[config.mk]
export PLATFORM = sky130hd
export DESIGN_NAME = integer_printf_formatter
export DESIGN_NICKNAME = d
export VERILOG_FILES = /design/src/design/ipf_pkg.sv /design/src/design/integer_printf_formatter.sv
export SDC_FILE = /design/constraint.sdc
export NUM_CORES = 1
export LEC_CHECK = 0
export ABC_AREA = 1
export BUFFER_PORTS_ARGS = -buffer_cell sky130_fd_sc_hd__buf_2
export CORE_MARGIN = 8
export CORE_UTILIZATION = 40
export CTS_CLUSTER_SIZE = 28
export DETAILED_ROUTE_END_ITERATION = 16
export PLACE_DENSITY = 0.58
export SETUP_SLACK_MARGIN = 0.1
export SYNTH_ARGS = -nofsm -noshare
export SYNTH_HDL_FRONTEND = slang
export SYNTH_SLANG_ARGS = --single-unit
export TNS_END_PERCENT = 20
[constraint.sdc]
create_clock -name clk -period 5.7 [get_ports clk]
set_input_delay 0.57 -clock clk [delete_from_list [all_inputs] [get_ports clk]]
set_output_delay 0.57 -clock clk [all_outputs]
set_load 0.01 [all_outputs]
[src/design/ipf_pkg.sv]
`timescale 1ns / 1ps
// shared types, codes and constants for the integer printf formatter
// no dependencies; imported by integer_printf_formatter

package ipf_pkg;

    // defaults for the top-level parameters
    localparam int MAX_WIDTH_DEF  = 64;
    localparam int VALUE_BITS_DEF = 64;

    // input beat layout
    localparam int IN_DATA_W   = 80;
    localparam int IN_USER_W   = 5;
    localparam int IN_LEFT_BIT = 64;
    localparam int IN_PLUS_BIT = 65;
    localparam int IN_SPACE_BIT = 66;
    localparam int IN_ALT_BIT  = 67;
    localparam int IN_ZERO_BIT = 68;
    localparam int IN_WIDTH_LSB = 69;
    localparam int IN_OSZ_LSB  = 3;

    // conversion kinds
    localparam logic [2:0] CMD_D   = 3'd0;
    localparam logic [2:0] CMD_U   = 3'd1;
    localparam logic [2:0] CMD_O   = 3'd2;
    localparam logic [2:0] CMD_X   = 3'd3;
    localparam logic [2:0] CMD_XU  = 3'd4;
    localparam logic [2:0] CMD_P   = 3'd5;
    localparam logic [2:0] CMD_C   = 3'd6;
    localparam logic [2:0] CMD_PCT = 3'd7;

    // operand sizes
    localparam logic [1:0] OSZ_INT   = 2'd0;
    localparam logic [1:0] OSZ_SHORT = 2'd1;

    localparam int SHORT_BITS = 16;
    localparam int INT_BITS   = 32;

    // ascii
    localparam logic [7:0] CH_SPACE   = 8'h20;
    localparam logic [7:0] CH_PLUS    = 8'h2B;
    localparam logic [7:0] CH_MINUS   = 8'h2D;
    localparam logic [7:0] CH_ZERO    = 8'h30;
    localparam logic [7:0] CH_PERCENT = 8'h25;
    localparam logic [7:0] CH_LOWER_A = 8'h61;
    localparam logic [7:0] CH_UPPER_A = 8'h41;
    localparam logic [7:0] CH_LOWER_X = 8'h78;
    localparam logic [7:0] CH_UPPER_X = 8'h58;

    typedef enum logic [2:0] {
        ST_IDLE,
        ST_CONV,
        ST_LEN,
        ST_PLAN,
        ST_EMIT
    } state_t;

    function automatic logic [7:0] digit_char(input logic [3:0] d, input logic upper);
        logic [7:0] alpha;
        alpha = upper ? CH_UPPER_A : CH_LOWER_A;
        if (d < 4'd10)
        begin
            return CH_ZERO + {4'b0000, d};
        end
        return alpha + {4'b0000, d} - 8'd10;
    endfunction

endpackage

[src/design/integer_printf_formatter.sv]
`timescale 1ns / 1ps
// integer printf formatter: one conversion request in, one ascii character per output beat
// depends on ipf_pkg

// Usage
// Input channel s_*: one beat is one request. s_tuser carries the conversion kind and the
// operand size, s_tdata the value, the flags and the field width. s_tready is high only
// while the block is idle; a request is taken, worked on, and fully sent before the next.
// Output channel m_*: one beat per character of the formatted field, m_tlast on the final
// character. Every request yields at least one character.
// Flow: decimal kinds (d, u) run a bit-serial binary-to-bcd converter, one value bit per
// cycle, in the CONV state. All other kinds load their digits directly on acceptance. Then
// the LEN state finds the digit count and the PLAN state lays out the field, after which
// characters leave one per cycle while m_tready allows, max(field width, sign/prefix +
// digits) of them, at most 64 by default.
// The block is ready again once the last character sits in the output register.
// Stalls: m_tready low holds the current output beat and pauses the character stream.
// Reset: asynchronous, returns to idle and drops m_tvalid; no clearing pass is needed.

module integer_printf_formatter
    import ipf_pkg::*;
#(
    parameter int MAX_WIDTH  = MAX_WIDTH_DEF,
    parameter int VALUE_BITS = VALUE_BITS_DEF
)(
    input  logic                 clk,
    input  logic                 rst_n,
    input  logic                 s_tvalid,
    output logic                 s_tready,
    // value[63:0], left_justify, force_plus, space_sign, alt_form, zero_pad,
    // field_width[6:0], zero fill
    input  logic [IN_DATA_W-1:0] s_tdata,
    // cmd[2:0], operand_size[1:0]
    input  logic [IN_USER_W-1:0] s_tuser,
    output logic                 m_tvalid,
    input  logic                 m_tready,
    // out_char[7:0]
    output logic [7:0]           m_tdata,
    output logic                 m_tlast
);

    localparam int DIG_N    = (VALUE_BITS + 2) / 3;
    localparam int DI_W     = $clog2(DIG_N);
    localparam int DL_W     = $clog2(DIG_N + 1);
    localparam int BC_W     = $clog2(VALUE_BITS);
    localparam int INT_EFF  = (VALUE_BITS < INT_BITS) ? VALUE_BITS : INT_BITS;
    // character position counter, covers a saturated width and the longest field
    localparam int CNT_W    = $clog2(MAX_WIDTH + DIG_N + 3);

    // request fields
    logic [2:0]            in_cmd;
    logic [1:0]            in_osz;
    logic [VALUE_BITS-1:0] value_vb;
    logic                  in_left;
    logic                  in_plus;
    logic                  in_space;
    logic                  in_alt;
    logic                  in_zero;
    logic [6:0]            in_width;

    assign in_cmd   = s_tuser[2:0];
    assign in_osz   = s_tuser[IN_OSZ_LSB +: 2];
    assign value_vb = s_tdata[VALUE_BITS-1:0];
    assign in_left  = s_tdata[IN_LEFT_BIT];
    assign in_plus  = s_tdata[IN_PLUS_BIT];
    assign in_space = s_tdata[IN_SPACE_BIT];
    assign in_alt   = s_tdata[IN_ALT_BIT];
    assign in_zero  = s_tdata[IN_ZERO_BIT];
    assign in_width = s_tdata[IN_WIDTH_LSB +: 7];

    // registers
    state_t                state_reg, state_next;
    logic [VALUE_BITS-1:0] mag_reg, mag_next;
    logic [3:0]            dig_reg [DIG_N];
    logic [3:0]            dig_next [DIG_N];
    logic [BC_W-1:0]       cnt_reg, cnt_next;
    logic                  upper_reg, upper_next;
    logic                  use_lit_reg, use_lit_next;
    logic [7:0]            lit_reg, lit_next;
    logic [1:0]            pre_len_reg, pre_len_next;
    logic [7:0]            pre0_reg, pre0_next;
    logic [7:0]            pre1_reg, pre1_next;
    logic                  left_reg, left_next;
    logic                  zero_reg, zero_next;
    logic [CNT_W-1:0]      width_reg, width_next;
    logic [CNT_W-1:0]      dig_len_reg, dig_len_next;
    logic [CNT_W-1:0]      b1_reg, b1_next;
    logic [CNT_W-1:0]      b2_reg, b2_next;
    logic [CNT_W-1:0]      b3_reg, b3_next;
    logic [CNT_W-1:0]      b4_reg, b4_next;
    logic [CNT_W-1:0]      last_pos_reg, last_pos_next;
    logic [CNT_W-1:0]      pos_reg, pos_next;
    logic                  out_valid_reg, out_valid_next;
    logic [7:0]            out_char_reg, out_char_next;
    logic                  out_last_reg, out_last_next;

    // control
    logic accept;
    logic emit_go;
    logic is_dec;
    logic conv_done;
    logic emit_last;

    // load path
    logic [VALUE_BITS-1:0] mask;
    logic [VALUE_BITS-1:0] v;
    logic [VALUE_BITS-1:0] mag;
    logic [VALUE_BITS-1:0] src;
    logic [DIG_N*4-1:0]    src_pad;
    logic                  sign_bit;
    logic                  is_neg;
    logic                  v_nz;
    logic [8:0]            width_ext;
    logic [CNT_W-1:0]      width_sat;
    logic [1:0]            ld_pre_len;
    logic [7:0]            ld_pre0;
    logic [7:0]            ld_pre1;
    logic                  ld_use_lit;
    logic [7:0]            ld_lit;

    // conversion, layout and emit paths
    logic [3:0]            adj [DIG_N];
    logic [DL_W-1:0]       nz_len;
    logic [CNT_W-1:0]      total;
    logic [CNT_W-1:0]      pad;
    logic [CNT_W-1:0]      lead_sp;
    logic [CNT_W-1:0]      lead_zero;
    logic [CNT_W-1:0]      plan_b1;
    logic [CNT_W-1:0]      plan_b2;
    logic [CNT_W-1:0]      plan_b3;
    logic [CNT_W-1:0]      dpos;
    logic [DI_W-1:0]       didx;
    logic [7:0]            emit_char;

    // ---------------------------------------------------------------- next state
    always_comb
    begin
        state_next = state_reg;
        unique case (state_reg)
            ST_IDLE:
            begin
                if (accept)
                begin
                    state_next = is_dec ? ST_CONV : ST_LEN;
                end
            end
            ST_CONV:
            begin
                if (conv_done)
                begin
                    state_next = ST_LEN;
                end
            end
            ST_LEN:
            begin
                state_next = ST_PLAN;
            end
            ST_PLAN:
            begin
                state_next = ST_EMIT;
            end
            ST_EMIT:
            begin
                if (emit_go && emit_last)
                begin
                    state_next = ST_IDLE;
                end
            end
            default:
            begin
                state_next = ST_IDLE;
            end
        endcase
    end

    // ---------------------------------------------------------------- fsm outputs
    always_comb
    begin
        s_tready = 1'b0;
        emit_go  = 1'b0;
        unique case (state_reg)
            ST_IDLE:
            begin
                s_tready = 1'b1;
            end
            ST_EMIT:
            begin
                emit_go = !out_valid_reg || m_tready;
            end
            default:
            begin
                s_tready = 1'b0;
            end
        endcase
    end

    assign accept    = s_tvalid && s_tready;
    assign is_dec    = (in_cmd == CMD_D) || (in_cmd == CMD_U);
    assign conv_done = (cnt_reg == BC_W'(VALUE_BITS - 1));
    assign emit_last = (pos_reg == last_pos_reg);

    // ---------------------------------------------------------------- request decode
    always_comb
    begin
        case (in_osz)
            OSZ_SHORT: mask = {VALUE_BITS{1'b1}} >> (VALUE_BITS - SHORT_BITS);
            OSZ_INT:   mask = {VALUE_BITS{1'b1}} >> (VALUE_BITS - INT_EFF);
            default:   mask = {VALUE_BITS{1'b1}};
        endcase
    end

    assign v = value_vb & mask;

    always_comb
    begin
        case (in_osz)
            OSZ_SHORT: sign_bit = v[SHORT_BITS-1];
            OSZ_INT:   sign_bit = v[INT_EFF-1];
            default:   sign_bit = v[VALUE_BITS-1];
        endcase
    end

    assign is_neg  = (in_cmd == CMD_D) && sign_bit;
    assign mag     = is_neg ? ((~v + VALUE_BITS'(1)) & mask) : v;
    assign src     = (in_cmd == CMD_P) ? value_vb : mag;
    assign src_pad = (DIG_N*4)'(src);
    assign v_nz    = (v != '0);

    assign width_ext = {2'b00, in_width};
    assign width_sat = (width_ext > 9'(MAX_WIDTH)) ? CNT_W'(MAX_WIDTH) : CNT_W'(in_width);

    always_comb
    begin
        ld_pre_len = 2'd0;
        ld_pre0    = CH_ZERO;
        ld_pre1    = CH_LOWER_X;
        ld_use_lit = 1'b0;
        ld_lit     = CH_PERCENT;
        unique case (in_cmd)
            CMD_D:
            begin
                if (is_neg)
                begin
                    ld_pre_len = 2'd1;
                    ld_pre0    = CH_MINUS;
                end
                else if (in_plus)
                begin
                    ld_pre_len = 2'd1;
                    ld_pre0    = CH_PLUS;
                end
                else if (in_space)
                begin
                    ld_pre_len = 2'd1;
                    ld_pre0    = CH_SPACE;
                end
            end
            CMD_O:
            begin
                if (in_alt && v_nz)
                begin
                    ld_pre_len = 2'd1;
                end
            end
            CMD_X, CMD_XU:
            begin
                if (in_alt && v_nz)
                begin
                    ld_pre_len = 2'd2;
                end
                ld_pre1 = (in_cmd == CMD_XU) ? CH_UPPER_X : CH_LOWER_X;
            end
            CMD_P:
            begin
                ld_pre_len = 2'd2;
            end
            CMD_C:
            begin
                ld_use_lit = 1'b1;
                ld_lit     = value_vb[7:0];
            end
            CMD_PCT:
            begin
                ld_use_lit = 1'b1;
            end
            default:
            begin
                ld_pre_len = 2'd0;
            end
        endcase
    end

    // ---------------------------------------------------------------- digit count
    always_comb
    begin
        nz_len = DL_W'(1);
        for (int i = 0; i < DIG_N; i++)
        begin
            if (dig_reg[i] != 4'd0)
            begin
                nz_len = DL_W'(i + 1);
            end
        end
    end

    // ---------------------------------------------------------------- field layout
    assign total     = CNT_W'(pre_len_reg) + dig_len_reg;
    assign pad       = (width_reg > total) ? (width_reg - total) : '0;
    assign lead_sp   = (!left_reg && !zero_reg) ? pad : '0;
    assign lead_zero = (!left_reg && zero_reg) ? pad : '0;
    assign plan_b1   = lead_sp;
    assign plan_b2   = plan_b1 + CNT_W'(pre_len_reg);
    assign plan_b3   = plan_b2 + lead_zero;

    // ---------------------------------------------------------------- character select
    assign dpos = b4_reg - CNT_W'(1) - pos_reg;
    assign didx = dpos[DI_W-1:0];

    always_comb
    begin
        if (pos_reg < b1_reg)
        begin
            emit_char = CH_SPACE;
        end
        else if (pos_reg < b2_reg)
        begin
            emit_char = (pos_reg == b1_reg) ? pre0_reg : pre1_reg;
        end
        else if (pos_reg < b3_reg)
        begin
            emit_char = CH_ZERO;
        end
        else if (pos_reg < b4_reg)
        begin
            emit_char = use_lit_reg ? lit_reg : digit_char(dig_reg[didx], upper_reg);
        end
        else
        begin
            emit_char = CH_SPACE;
        end
    end

    // ---------------------------------------------------------------- datapath
    always_comb
    begin
        mag_next      = mag_reg;
        cnt_next      = cnt_reg;
        upper_next    = upper_reg;
        use_lit_next  = use_lit_reg;
        lit_next      = lit_reg;
        pre_len_next  = pre_len_reg;
        pre0_next     = pre0_reg;
        pre1_next     = pre1_reg;
        left_next     = left_reg;
        zero_next     = zero_reg;
        width_next    = width_reg;
        dig_len_next  = dig_len_reg;
        b1_next       = b1_reg;
        b2_next       = b2_reg;
        b3_next       = b3_reg;
        b4_next       = b4_reg;
        last_pos_next = last_pos_reg;
        pos_next      = pos_reg;
        out_char_next = out_char_reg;
        out_last_next = out_last_reg;
        out_valid_next = out_valid_reg && !m_tready;

        // add-3 correction on every bcd digit before the shift
        for (int i = 0; i < DIG_N; i++)
        begin
            adj[i]      = (dig_reg[i] >= 4'd5) ? (dig_reg[i] + 4'd3) : dig_reg[i];
            dig_next[i] = dig_reg[i];
        end

        if (accept)
        begin
            mag_next     = src;
            cnt_next     = '0;
            upper_next   = (in_cmd == CMD_XU);
            use_lit_next = ld_use_lit;
            lit_next     = ld_lit;
            pre_len_next = ld_pre_len;
            pre0_next    = ld_pre0;
            pre1_next    = ld_pre1;
            left_next    = in_left;
            zero_next    = in_zero;
            width_next   = width_sat;
            for (int i = 0; i < DIG_N; i++)
            begin
                if (is_dec)
                begin
                    dig_next[i] = 4'd0;
                end
                else if (in_cmd == CMD_O)
                begin
                    dig_next[i] = {1'b0, src_pad[3*i +: 3]};
                end
                else
                begin
                    dig_next[i] = src_pad[4*i +: 4];
                end
            end
        end

        if (state_reg == ST_CONV)
        begin
            // shift one magnitude bit into the bcd digits
            dig_next[0] = {adj[0][2:0], mag_reg[VALUE_BITS-1]};
            for (int i = 1; i < DIG_N; i++)
            begin
                dig_next[i] = {adj[i][2:0], adj[i-1][3]};
            end
            mag_next = {mag_reg[VALUE_BITS-2:0], 1'b0};
            cnt_next = cnt_reg + BC_W'(1);
        end

        if (state_reg == ST_LEN)
        begin
            dig_len_next = use_lit_reg ? CNT_W'(1) : CNT_W'(nz_len);
        end

        if (state_reg == ST_PLAN)
        begin
            b1_next       = plan_b1;
            b2_next       = plan_b2;
            b3_next       = plan_b3;
            b4_next       = plan_b3 + dig_len_reg;
            last_pos_next = total + pad - CNT_W'(1);
            pos_next      = '0;
        end

        if (emit_go)
        begin
            out_valid_next = 1'b1;
            out_char_next  = emit_char;
            out_last_next  = emit_last;
            pos_next       = pos_reg + CNT_W'(1);
        end
    end

    // ---------------------------------------------------------------- registers
    always_ff @(posedge clk or negedge rst_n)
    begin
        if (!rst_n)
        begin
            state_reg     <= ST_IDLE;
            out_valid_reg <= 1'b0;
            cnt_reg       <= '0;
            pos_reg       <= '0;
        end
        else
        begin
            state_reg     <= state_next;
            out_valid_reg <= out_valid_next;
            cnt_reg       <= cnt_next;
            pos_reg       <= pos_next;
        end
    end

    always_ff @(posedge clk)
    begin
        mag_reg      <= mag_next;
        dig_reg      <= dig_next;
        upper_reg    <= upper_next;
        use_lit_reg  <= use_lit_next;
        lit_reg      <= lit_next;
        pre_len_reg  <= pre_len_next;
        pre0_reg     <= pre0_next;
        pre1_reg     <= pre1_next;
        left_reg     <= left_next;
        zero_reg     <= zero_next;
        width_reg    <= width_next;
        dig_len_reg  <= dig_len_next;
        b1_reg       <= b1_next;
        b2_reg       <= b2_next;
        b3_reg       <= b3_next;
        b4_reg       <= b4_next;
        last_pos_reg <= last_pos_next;
        out_char_reg <= out_char_next;
        out_last_reg <= out_last_next;
    end

    assign m_tvalid = out_valid_reg;
    assign m_tdata  = out_char_reg;
    assign m_tlast  = out_last_reg;

endmodule
==> summary.txt, run 1 <==
Finish
  – Max FFs per register: 88
  – Ant. Diodes: 0
  – Layout cells sized above 1: 10.2%
  – Core Util, Final: 44.9%
  – Area grow syn2layout: 11.8%
  – Final Net Count: 2477
  – Fillcell total: 4367

STA
  – Fin. Hold Viols: 0
  – Period utilisation layout: 90.3%
  – Final Critical Period: 5.15 ns
  – Worst-margin pin slew: 1.38 ns
  – Slew headroom: 7.00%
  – Final hold slack: 0.189 ns
  – Slew Viols, Final: 0
  – Setup violations, final: 0
  – Setup TNS Final: 0 ns
  – RSZ-0062 raised after global routing: no
  – Achievable Freq: 0.194 GHz
  – Setup Skew: 0.0200 ns

Worst setup path
  – Largest stage delay, worst path: 0.37 ns
  – Crit path launch type: flop
  – R2R depth: 28
  – Cell family with most CP delay: adder cells
  – Critical path type: reg -> reg
  – Crit path max fanout: 4
  – Slowest-stage cell, CP: fa_2
  – Crit path arrival time: 5.46 ns
  – CP bufs+invs: 4
  – Flop-to-flop setup slack: 0.55 ns
  – Worst path required time: 6.01 ns
  – Worst reg2reg path endpoint: b4_reg[6]
  – Worst r2r src: pre_len_reg[0]
  – CP endpoint kind: flop

Clock tree
  – Max Root-Sink Buffers: 3
  – Total CTS buffers: 29
  – Clock Tree Root: clkbuf_16
  – CTS tree: done
  – # clock sinks: 244
  – H-Tree Depth: 1
  – Reg clk slew, reported paths: 0.06 ns
  – Worst skew pair latency: 0.57 ns

Detailed routing
  – DR vias: 15400
  – Wirelength per Cell: 17.7 um
  – Total wire length: 51.0 mm
  – Vias per Instance: 5.33
  – Iteration-0 DRC Markers: 1212
  – First drt pass iteration count: 5
  – Post-route ant nets: 0
  – DRC: 0

Worst hold path
  – Worst Hold Path Cells: 1
  – Hold_sp: s_tdata[64]
  – WHS Endpoint: left_reg
  – Worst hold path type: in -> reg

Logic synthesis
  – Post-synth ARST share: 6.97%
  – Syn Nets: 2393
  – Post-synth top area cell: edfxtp_1
  – Synth cell count leaders: 369 x nand2_1, 309 x inv_1, 289 x o21ai_0
  – Post-synthesis cell area: 17600 um^2
  – Yosys cell types: 63
  – Seq/Total Area, Yosys: 41.0%
  – Yosys warns: 0
  – Synth Register Bits: 244
  – Syn Area/Cell: 8.07 um^2
  – Top cell type's share of synthesized area: 38.5%
  – Cells after Synth: 2186
  – Ys flop type: edfxtp_1
  – Synth area leaders: edfxtp_1 38%, o21ai_0 8.2%, ha_1 7.9%
  – EDFF count, synth: 226
  – Count leader, synth: nand2_1

Power and ir drop
  – Maximum VDD drop: 0.277 mV
  – P per Cell Area: 583 nW/um^2
  – LEAKAGE: 8.31 nW

Global routing
  – Largest net degree at the start of global routing: 82
  – First-pass GRT wire length: 80.4 mm
  – Total global routing overflow: 0
  – Vias in the first global route: 14800
  – GRT Total Usage: 19.7%
  – Initial antenna violation count: 0

Job
  – Max Cap Viol: 0

Status
  – Status: finished, final reports clean

Placed design
  – I/O Buffers: 95
  – Final RePlAce weighted congestion: 0.901
  – Post-DP HPWL: 38.1 mm

Floorplanning
  – Core area: 43800 um^2
  – Starting density of the core: 40.2%
  – Die Height: 226 um
  – Placement Rows: 77
  – I/O pin count: 100
  – Chip Width: 226 um
  – Die area: 51100 um^2
-- through the flow --
stage | instance area, um^2 | instances | setup slack, ns | power (mW)
CTS | 19600 | 2879 | 0.320 | 11.5
floorplan | 17600 | 2186 | 0.409 | 8.01
global placement | 18700 | 2825 | 0.423 | 9.55
global route | 19700 | 2884 | 0.117 | 12.6
detailed placement | 18700 | 2825 | 0.364 | 9.66
finish | 19700 | 2884 | 0.551 | 11.5
-- timing repair --
| action | CTS | global route |
|---|---|---|
| setup endpoints to repair | 0 | 2 |
| resized for setup | 0 | 10 |
| setup buffers | 0 | 5 |
| hold buffers | 1 | 0 |
| hold endpoints to repair | 17 | 0 |
-- report_power, final --
group	switching, mW	internal (mW)
logic	4.00	2.03
clock network	0.756	1.01
registers	0.509	3.19
total	5.27	6.22
-- per-layer routing --
metal	wire length [um]	global-route usage, %	vias up
met4	1560	6.46	0
met2	22700	31.4	411
li1	-	-	7686
met3	3090	3.35	90
met5	0	0	-
met1	23600	26.9	7175
-- worst reg2reg max path, delay by kind of cell, from the launching register on --
kind            cells  cell delay, ns
buf+inv             4            0.27
compound gates      4            0.69
simple gates       10            1.06
fa+ha+maj           7            2.07
flops               1            0.36
xor+xnor            3            0.48
-- layout make-up --
type,instances,area [um^2],share of cell area [%]
clock buffer,38,779,3.96
sequential,244,7230,36.7
clock inverter,15,110,0.559
multi-input combinational,1552,8950,45.4
inverter,322,1220,6.18
timing repair buffer,121,673,3.42
tap,592,741,3.76
-- worst max-delay path by stage --
stage	from	endpoint	slack [ns]	depth (start not counted)
2_1_floorplan	state_reg[0]	dig_reg[0]	0.41	7
4_1_cts	pre_len_reg[0]	b4_reg[6]	0.32	29
5_1_grt	dig_len_reg[0]	b4_reg[6]	0.12	30
3_3_place_gp	dig_len_reg[0]	b4_reg[6]	0.42	29
3_5_place_dp	pre_len_reg[0]	b4_reg[6]	0.36	29
6_report	pre_len_reg[0]	b4_reg[6]	0.55	28
-- placed cells by master (no fill, tap or decap), types with 6 or more instances in the layout --
master     instances
o32ai_1            6
nand3_1          112
o21bai_1           6
nand3b_1          13
nand2_2            6
o211ai_1          37
xnor2_1           17
xor2_1            50
ha_1             109
nand4_1           17
nor3_1            13
clkbuf_1           7
buf_4             25
nor4_1             6
o21ai_2            6
or2_2             16
inv_1            307
o31ai_1            6
a21oi_1          146
nor2_1           176
o221ai_1          28
buf_2             95
clkinv_1           7
o22ai_1           23
edfxtp_1         226
inv_2             10
o21ai_0          288
dfrtp_1           17
o21ai_1           26
nand2_1          368
clkbuf_16         29
-- kinds of logic after synthesis --
kind of cell	synth area share [%]
simple gates	18.7
compound gates	19.6
buf+inv	8.52
flops	41.0
fa+ha+maj	8.67
xor+xnor	3.52
Note: power is estimated with default switching activity, not from simulation.
==> run 2, diff against run 1 <==
--- a/config.mk
+++ b/config.mk
@@ -7,3 +7,3 @@
 export LEC_CHECK = 0
-export ABC_AREA = 1
+export ABC_AREA = 0
 export BUFFER_PORTS_ARGS = -buffer_cell sky130_fd_sc_hd__buf_2
@@ -14,2 +14,3 @@
 export PLACE_DENSITY = 0.58
+export RECOVER_POWER = 50
 export SETUP_SLACK_MARGIN = 0.1
==> constraint.sdc (replaced) <==
create_clock -name clk -period 5.7 [get_ports clk]
set_input_delay 1.14 -clock clk [delete_from_list [all_inputs] [get_ports clk]]
set_output_delay 1.14 -clock clk [all_outputs]
set_load 0.01 [all_outputs]
==> run 2 against run 1 <==
Effect of this change:
- the flow now finishes with violations (capacitance limit, slew limit)
- global-route usage is 0.54 points higher
- die area is 3.7% lower
- sequential power is 4% higher
- largest power group unchanged
- final area is 2.9% lower
- setup slack worse by 0.24 ns
- flip-flop and latch count stayed put
- area after synthesis is 4.0% lower
- power is 3.9% higher
- final cell count is 16% lower
- maximum frequency is 4.4% lower
==> summary.txt, run 2 <==
STA
  – Setup Skew: 0.00933 ns (-0.0106 ns)
  – Period utilisation layout: 94.5% (+4.2 points)
  – Achievable Freq: 0.186 GHz (-4.4%)
  – Final hold slack: 0.470 ns (+0.281 ns)
  – Fin. Hold Viols: 0 (unchanged)
  – Final Critical Period: 5.39 ns (+0.238 ns)
  – Setup violations, final: 0 (unchanged)
  – RSZ-0062 raised after global routing: no
  – Setup TNS Final: 0 ns (unchanged)
  – Worst-margin pin slew: 2.79 ns (+1.41 ns)
  – Slew headroom: -85.9% (-93 points)
  – Slew Viols, Final: 173 (+173)

Finish
  – Commonest non-fill, non-tap cell in the layout: edfxtp_1
  – Layout cells sized above 1: 11.3% (+1.2 points)
  – Most frequent cells in the layout: 226 x edfxtp_1, 193 x nand2_1, 190 x o21ai_0, 128 x a21oi_1, 121 x nor2_1
  – Max FFs per register: 88 (unchanged)
  – Core Util, Final: 45.7% (+0.78 points)
  – Area grow syn2layout: 13.1%
  – Final Net Count: 2056 (-17%)

Logic synthesis
  – Synth area leaders: edfxtp_1 40%, ha_1 8.2%, o21ai_0 5.6%
  – Ys flop type: edfxtp_1
  – EDFF count, synth: 226 (unchanged)
  – Seq/Total Area, Yosys: 42.7% (+1.7 points)
  – Post-synth top area cell: edfxtp_1
  – Syn Nets: 1965 (-18%)
  – Top cell type's share of synthesized area: 40.1% (+1.6 points)
  – Synth Register Bits: 244 (unchanged)
  – Yosys cell types: 76 (+21%)
  – Post-synth ARST share: 6.97% (unchanged)
  – Yosys warns: 0 (unchanged)
  – Cells after Synth: 1758 (-20%)
  – Post-synthesis cell area: 16900 um^2 (-4.0%)
  – Syn Area/Cell: 9.63 um^2 (+19%)
  – Synth cell count leaders: 226 x edfxtp_1, 193 x nand2_1, 191 x o21ai_0
  – Count leader, synth: edfxtp_1

Worst hold path
  – WHS Endpoint: mag_reg[0]
  – Hold_sp: mag_reg[0]
  – Worst hold path type: reg -> reg
  – Worst Hold Path Cells: 2 (+1)

Global routing
  – Initial antenna violation count: 3 (+3)
  – GRT Total Usage: 20.2% (+0.54 points)
  – Total global routing overflow: 0 (unchanged)
  – Largest net degree at the start of global routing: 77 (-6.1%)
  – First-pass GRT wire length: 79.1 mm (-1.5%)
  – Vias in the first global route: 13600 (-8.6%)

Floorplanning
  – Die Height: 222 um (-1.9%)
  – Placement Rows: 75 (-2.6%)
  – Starting density of the core: 40.4% (+0.23 points)
  – Chip Width: 222 um (-1.9%)
  – Core area: 41900 um^2 (-4.5%)
  – Die area: 49200 um^2 (-3.7%)
  – I/O pin count: 100 (unchanged)

Worst setup path
  – Critical path type: reg -> reg
  – Crit path max fanout: 5 (+1)
  – Crit path launch type: flop
  – R2R depth: 23 (-18%)
  – Worst reg2reg path endpoint: b4_reg[6]
  – Crit path arrival time: 5.70 ns (+0.24 ns)
  – Worst r2r src: dig_len_reg[0]
  – Flop-to-flop setup slack: 0.31 ns (-0.24 ns)
  – Worst path required time: 6.02 ns (about the same)
  – CP endpoint kind: flop

Clock tree
  – CTS tree: done
  – Total CTS buffers: 28 (-3.4%)
  – Reg clk slew, reported paths: 0.06 ns (about the same)
  – Clock Tree Root: clkbuf_16
  – H-Tree Depth: 1 (unchanged)
  – Worst skew pair latency: 0.57 ns (about the same)
  – # clock sinks: 244 (unchanged)
  – Max Root-Sink Buffers: 3 (unchanged)

Detailed routing
  – DR vias: 14000 (-8.9%)
  – Wirelength per Cell: 21.4 um (+21%)
  – First drt pass iteration count: 5 (unchanged)
  – DRC: 0 (unchanged)
  – Iteration-0 DRC Markers: 1328 (+9.6%)
  – Total wire length: 51.6 mm (+1.2%)
  – Post-route ant nets: 0 (unchanged)
  – Vias per Instance: 5.80 (+8.9%)

Status
  – Status: finished, violations left
  – Failing checks: capacitance limit, slew limit

Placed design
  – Post-DP HPWL: 38.5 mm (+0.97%)
  – I/O Buffers: 95 (unchanged)
  – Final RePlAce weighted congestion: 0.890 (-1.2%)

Power and ir drop
  – P per Cell Area: 624 nW/um^2 (+7.0%)
  – LEAKAGE: 7.21 nW (-13%)
  – Maximum VDD drop: 0.300 mV (+8.3%)

Job
  – Max Cap Viol: 4 (+4)
==> run 2: worst max-delay path by stage <==
stage | cells past startpoint | slack, ns | endpoint | startpoint
4_1_cts | 22 | 0.11 | b4_reg[6] | dig_len_reg[0]
3_5_place_dp | 22 | 0.04 | b4_reg[6] | pre_len_reg[1]
6_report | 23 | 0.31 | b4_reg[6] | dig_len_reg[0]
5_1_grt | 26 | 0.06 | b4_reg[6] | dig_len_reg[1]
3_3_place_gp | 21 | 0.17 | b4_reg[6] | dig_len_reg[0]
2_1_floorplan | 21 | 0.53 | b4_reg[6] | pre_len_reg[0]
==> run 2: worst max-delay path, cell delays in order (launching register included) <==
cell,delay (ns)
edfxtp_1,0.37
ha_1,0.17
inv_1,0.06
fa_2,0.37
xor2_2,0.21
ha_2,0.39
o21a_1,0.12
o31a_1,0.16
o221ai_1,0.17
a21oi_2,0.24
nor2_4,0.07
or2_2,0.31
nor2_1,0.17
ha_2,0.23
fa_2,0.48
fa_2,0.41
a21oi_1,0.17
nor2_1,0.08
nor2_2,0.16
xnor2_2,0.14
ha_1,0.29
nor2b_1,0.15
o21ai_1,0.15
xnor2_1,0.08
==> run 2: final cells by class <==
| class | count | area (um^2) |
|---|---|---|
| multi-input combinational | 1331 | 9100 |
| timing repair buffer | 126 | 652 |
| sequential | 244 | 7230 |
| clock buffer | 31 | 733 |
| fill | 4032 | 22700 |
| clock inverter | 20 | 299 |
| inverter | 118 | 448 |
| tap | 539 | 674 |
| antenna | 2 | 5.00 |
==> run 2: cells by family after synthesis <==
| logic type | share of synthesized area, % |
|---|---|
| compound gates | 19.0 |
| fa+ha+maj | 9.03 |
| xor+xnor | 6.21 |
| flops | 42.7 |
| simple gates | 15.4 |
| buf+inv | 4.08 |
| mux | 3.58 |
==> run 2: through the flow <==
| stage | cell area (um^2) | power [mW] | setup WS, ns | instances |
|---|---|---|---|---|
| CTS | 19100 | 11.9 | 0.113 | 2405 |
| floorplan | 16900 | 8.13 | 0.528 | 1758 |
| global placement | 18000 | 9.63 | 0.169 | 2353 |
| global route | 19100 | 12.9 | 0.0556 | 2409 |
| detailed placement | 18000 | 9.77 | 0.0389 | 2353 |
| finish | 19100 | 11.9 | 0.314 | 2411 |
==> run 2: routing by layer <==
| metal | up-vias | wire length (um) | global-route usage, % |
|---|---|---|---|
| li1 | 6657 | - | - |
| met1 | 6766 | 22800 | 27.6 |
| met2 | 497 | 24100 | 33.3 |
| met3 | 69 | 3560 | 2.95 |
| met4 | 0 | 1160 | 5.24 |
| met5 | - | 0 | 0 |
==> run 2: where the power goes <==
| group | leakage, nW | internal [mW] | switching [mW] |
|---|---|---|---|
| Combinational | 4.28 | 2.48 | 3.55 |
| Sequential | 2.43 | 3.21 | 0.651 |
| Clock | 0.500 | 1.28 | 0.772 |
| Total | 7.21 | 6.97 | 4.97 |
==> run 2: repair_timing <==
| action | CTS | global route |
|---|---|---|
| setup buffers | 1 | 4 |
| resized for setup | 2 | 20 |
| endpoints found under the setup margin | 1 | 4 |
| pin swaps | 0 | 6 |
| hold buffers | 0 | 0 |
==> run 3, diff against run 2 <==
- PLACE_DENSITY: 0.58 -> not set
==> run 3 against run 2 <==
Effect of this change:
- the flow still finishes with violations (capacitance limit, slew limit)
- power is 0.16% higher
- sequential share of layout area grew 0.052 points
- flip-flop and latch count unchanged
- combinational power about the same
- first-iteration DRC count rose by 2.6%
- maximum frequency up 0.70%
- register-to-register slack improved by 0.04 ns
- final cell count barely moved
- clock power hardly changed
- core utilization fell by 0.063 points
- critical endpoint unchanged
==> summary.txt, run 3 (synthesized netlist as in run 2, its figures left out) <==
Detailed routing
  – DR vias: 14000 (+0.26%)
  – First drt pass iteration count: 6 (+1)
  – Iteration-0 DRC Markers: 1362 (+2.6%)
  – DRC: 0 (unchanged)
  – Vias per Instance: 5.82 (+0.34%)
  – Wirelength per Cell: 21.0 um (-2.1%)
  – Post-route ant nets: 0 (unchanged)
  – Total wire length: 50.5 mm (-2.2%)

STA
  – RSZ-0062 raised after global routing: yes
  – Fin. Hold Viols: 0 (unchanged)
  – Setup violations, final: 0 (unchanged)
  – Setup TNS Final: 0 ns (unchanged)
  – Slew headroom: -132% (-46 points)
  – Setup Skew: 0.0262 ns (+0.0168 ns)
  – Worst-margin pin slew: 3.48 ns (+0.688 ns)
  – Period utilisation layout: 93.8% (-0.66 points)
  – Final setup margin: 0.351 ns (+0.0376 ns)
  – Achievable Freq: 0.187 GHz (+0.70%)
  – Slew Viols, Final: 329 (+90%)
  – Final Critical Period: 5.35 ns (-0.0376 ns)

Global routing
  – Vias in the first global route: 13900 (+2.1%)
  – Total global routing overflow: 0 (unchanged)
  – GRT Total Usage: 19.9% (-0.34 points)
  – First-pass GRT wire length: 78.7 mm (-0.60%)
  – Initial antenna violation count: 5 (+2)
  – Largest net degree at the start of global routing: 97 (+26%)

Floorplanning
  – I/O pin count: 100 (unchanged)
  – Die Height: 222 um (unchanged)
  – Starting density of the core: 40.4% (unchanged)
  – Die area: 49200 um^2 (unchanged)
  – Core area: 41900 um^2 (unchanged)
  – Chip Width: 222 um (unchanged)
  – Placement Rows: 75 (unchanged)

Worst setup path
  – Critical path type: reg -> reg
  – Worst reg2reg path endpoint: b4_reg[6]
  – Worst r2r src: dig_len_reg[0]
  – Crit path launch type: flop
  – Ordered list of cells on the worst path: ha_1 -> inv_1 -> fa_1 -> xor2_2 -> ha_2 -> o21a_1 -> o31a_1 -> o221ai_2 -> a21oi_2 -> nor2_2 -> or2_2 -> nor2_2 -> ha_2 -> fa_1 -> fa_2 -> xor2_2 -> ha_1 -> a21o_1 -> a21oi_2 -> nor2b_1 -> o21ai_1 -> xnor2_1
  – CP bufs+invs: 1 (unchanged)
  – Worst path depth: 22 (-4.3%)
  – Cell family with most CP delay: adder cells
  – CP endpoint kind: flop
  – Worst Setup EP: b4_reg[6]
  – Critical path startpoint: dig_len_reg[0]
  – Largest stage delay, worst path: 0.47 ns (about the same)
  – Flop-to-flop setup slack: 0.35 ns (+0.04 ns)
  – Crit path max fanout: 5 (unchanged)
  – Slowest-stage cell, CP: fa_1
  – Worst path required time: 6.01 ns (about the same)
  – Crit path arrival time: 5.66 ns (-0.04 ns)
  – R2R depth: 22 (-4.3%)

Finish
  – Max FFs per register: 88 (unchanged)
  – Final Net Count: 2054 (-0.097%)
  – Layout cells sized above 1: 11.4% (+0.072 points)
  – Area grow syn2layout: 12.9%
  – Most frequent cells in the layout: 226 x edfxtp_1, 193 x nand2_1, 190 x o21ai_0, 128 x a21oi_1, 120 x nor2_1
  – Commonest non-fill, non-tap cell in the layout: edfxtp_1
  – Fin cells: 2409 (-0.083%)
  – Design Area, Final: 19100 um^2 (-0.14%)

Power and ir drop
  – LEAKAGE: 7.21 nW (about the same)
  – P per Cell Area: 626 nW/um^2 (+0.30%)
  – Power Total: 12.0 mW (+0.16%)
  – Maximum VDD drop: 0.315 mV (+5.0%)

Job
  – Max Cap Viol: 6 (+2)

Placed design
  – I/O Buffers: 95 (unchanged)
  – Post-DP HPWL: 37.7 mm (-2.1%)
  – Final RePlAce weighted congestion: 0.889 (-0.18%)
  – Pre-CTS setup slack: 0.156 ns (+0.117 ns)
  – Cell Area, Placed: 18000 um^2 (unchanged)
  – Dpl cells: 2353 (unchanged)

Status
  – Status: finished, violations left
  – Failing checks: capacitance limit, slew limit

Worst hold path
  – Worst Hold Path Cells: 2 (unchanged)
  – Worst hold path type: reg -> reg

Clock tree
  – # clock sinks: 244 (unchanged)
  – Total CTS buffers: 28 (unchanged)
  – H-Tree Depth: 1 (unchanged)
  – Max Root-Sink Buffers: 3 (unchanged)
  – Clock Tree Root: clkbuf_16
  – Reg clk slew, reported paths: 0.07 ns (about the same)
  – CTS tree: done
  – Worst skew pair latency: 0.57 ns (about the same)
==> run 3: area by class of cell <==
cell class              instances  area (um^2)
inverters                     118          443
clock buffers                  29          704
fillers                      4049        22700
flip-flops and latches        244         7230
clock inverters                21          318
diodes                          3         7.51
multi-input cells            1331         9090
well taps                     539          674
repair buffers                124          642
==> run 3: worst min-delay path, cell delays in order, from the launching register on <==
cell and delay [ns]:
dfxtp_1 0.31, nand2_1 0.06, a21oi_1 0.05
==> run 3: timing repair <==
action	4_1_cts	5_1_grt
endpoints found under the setup margin	0	4
buffers inserted	0	3
hold buffers	0	0
resized for setup	0	20
==> run 3: per-stage QoR <==
stage	hold WS (ns)	util [%]
after CTS	0.467	45.5
after global routing	0.494	45.7
final	0.470	45.7
after global placement	0.446	43.1
after floorplan	0.437	-
after detailed placement	0.458	43.1
==> run 3: how the worst min path moves through the flow <==
stage	from	to
4_1_cts	mag_reg[0]	mag_reg[0]
3_5_place_dp	mag_reg[0]	mag_reg[0]
6_report	mag_reg[0]	mag_reg[0]
2_1_floorplan	mag_reg[0]	mag_reg[0]
5_1_grt	mag_reg[0]	mag_reg[0]
3_3_place_gp	mag_reg[0]	mag_reg[0]
==> run 3: report_power, final <==
group	internal, mW	switching (mW)
combinational	2.49	3.55
sequential	3.25	0.643
clock	1.26	0.769
total	7.00	4.96
==> run 3: per-layer routing <==
| layer | routed length, um | vias to the layer above | GRT usage [%] |
|---|---|---|---|
| met5 | 13 | - | 0 |
| met2 | 23200 | 494 | 32.1 |
| li1 | - | 6663 | - |
| met3 | 3700 | 90 | 3.41 |
| met1 | 22100 | 6776 | 26.8 |
| met4 | 1480 | 2 | 6.59 |
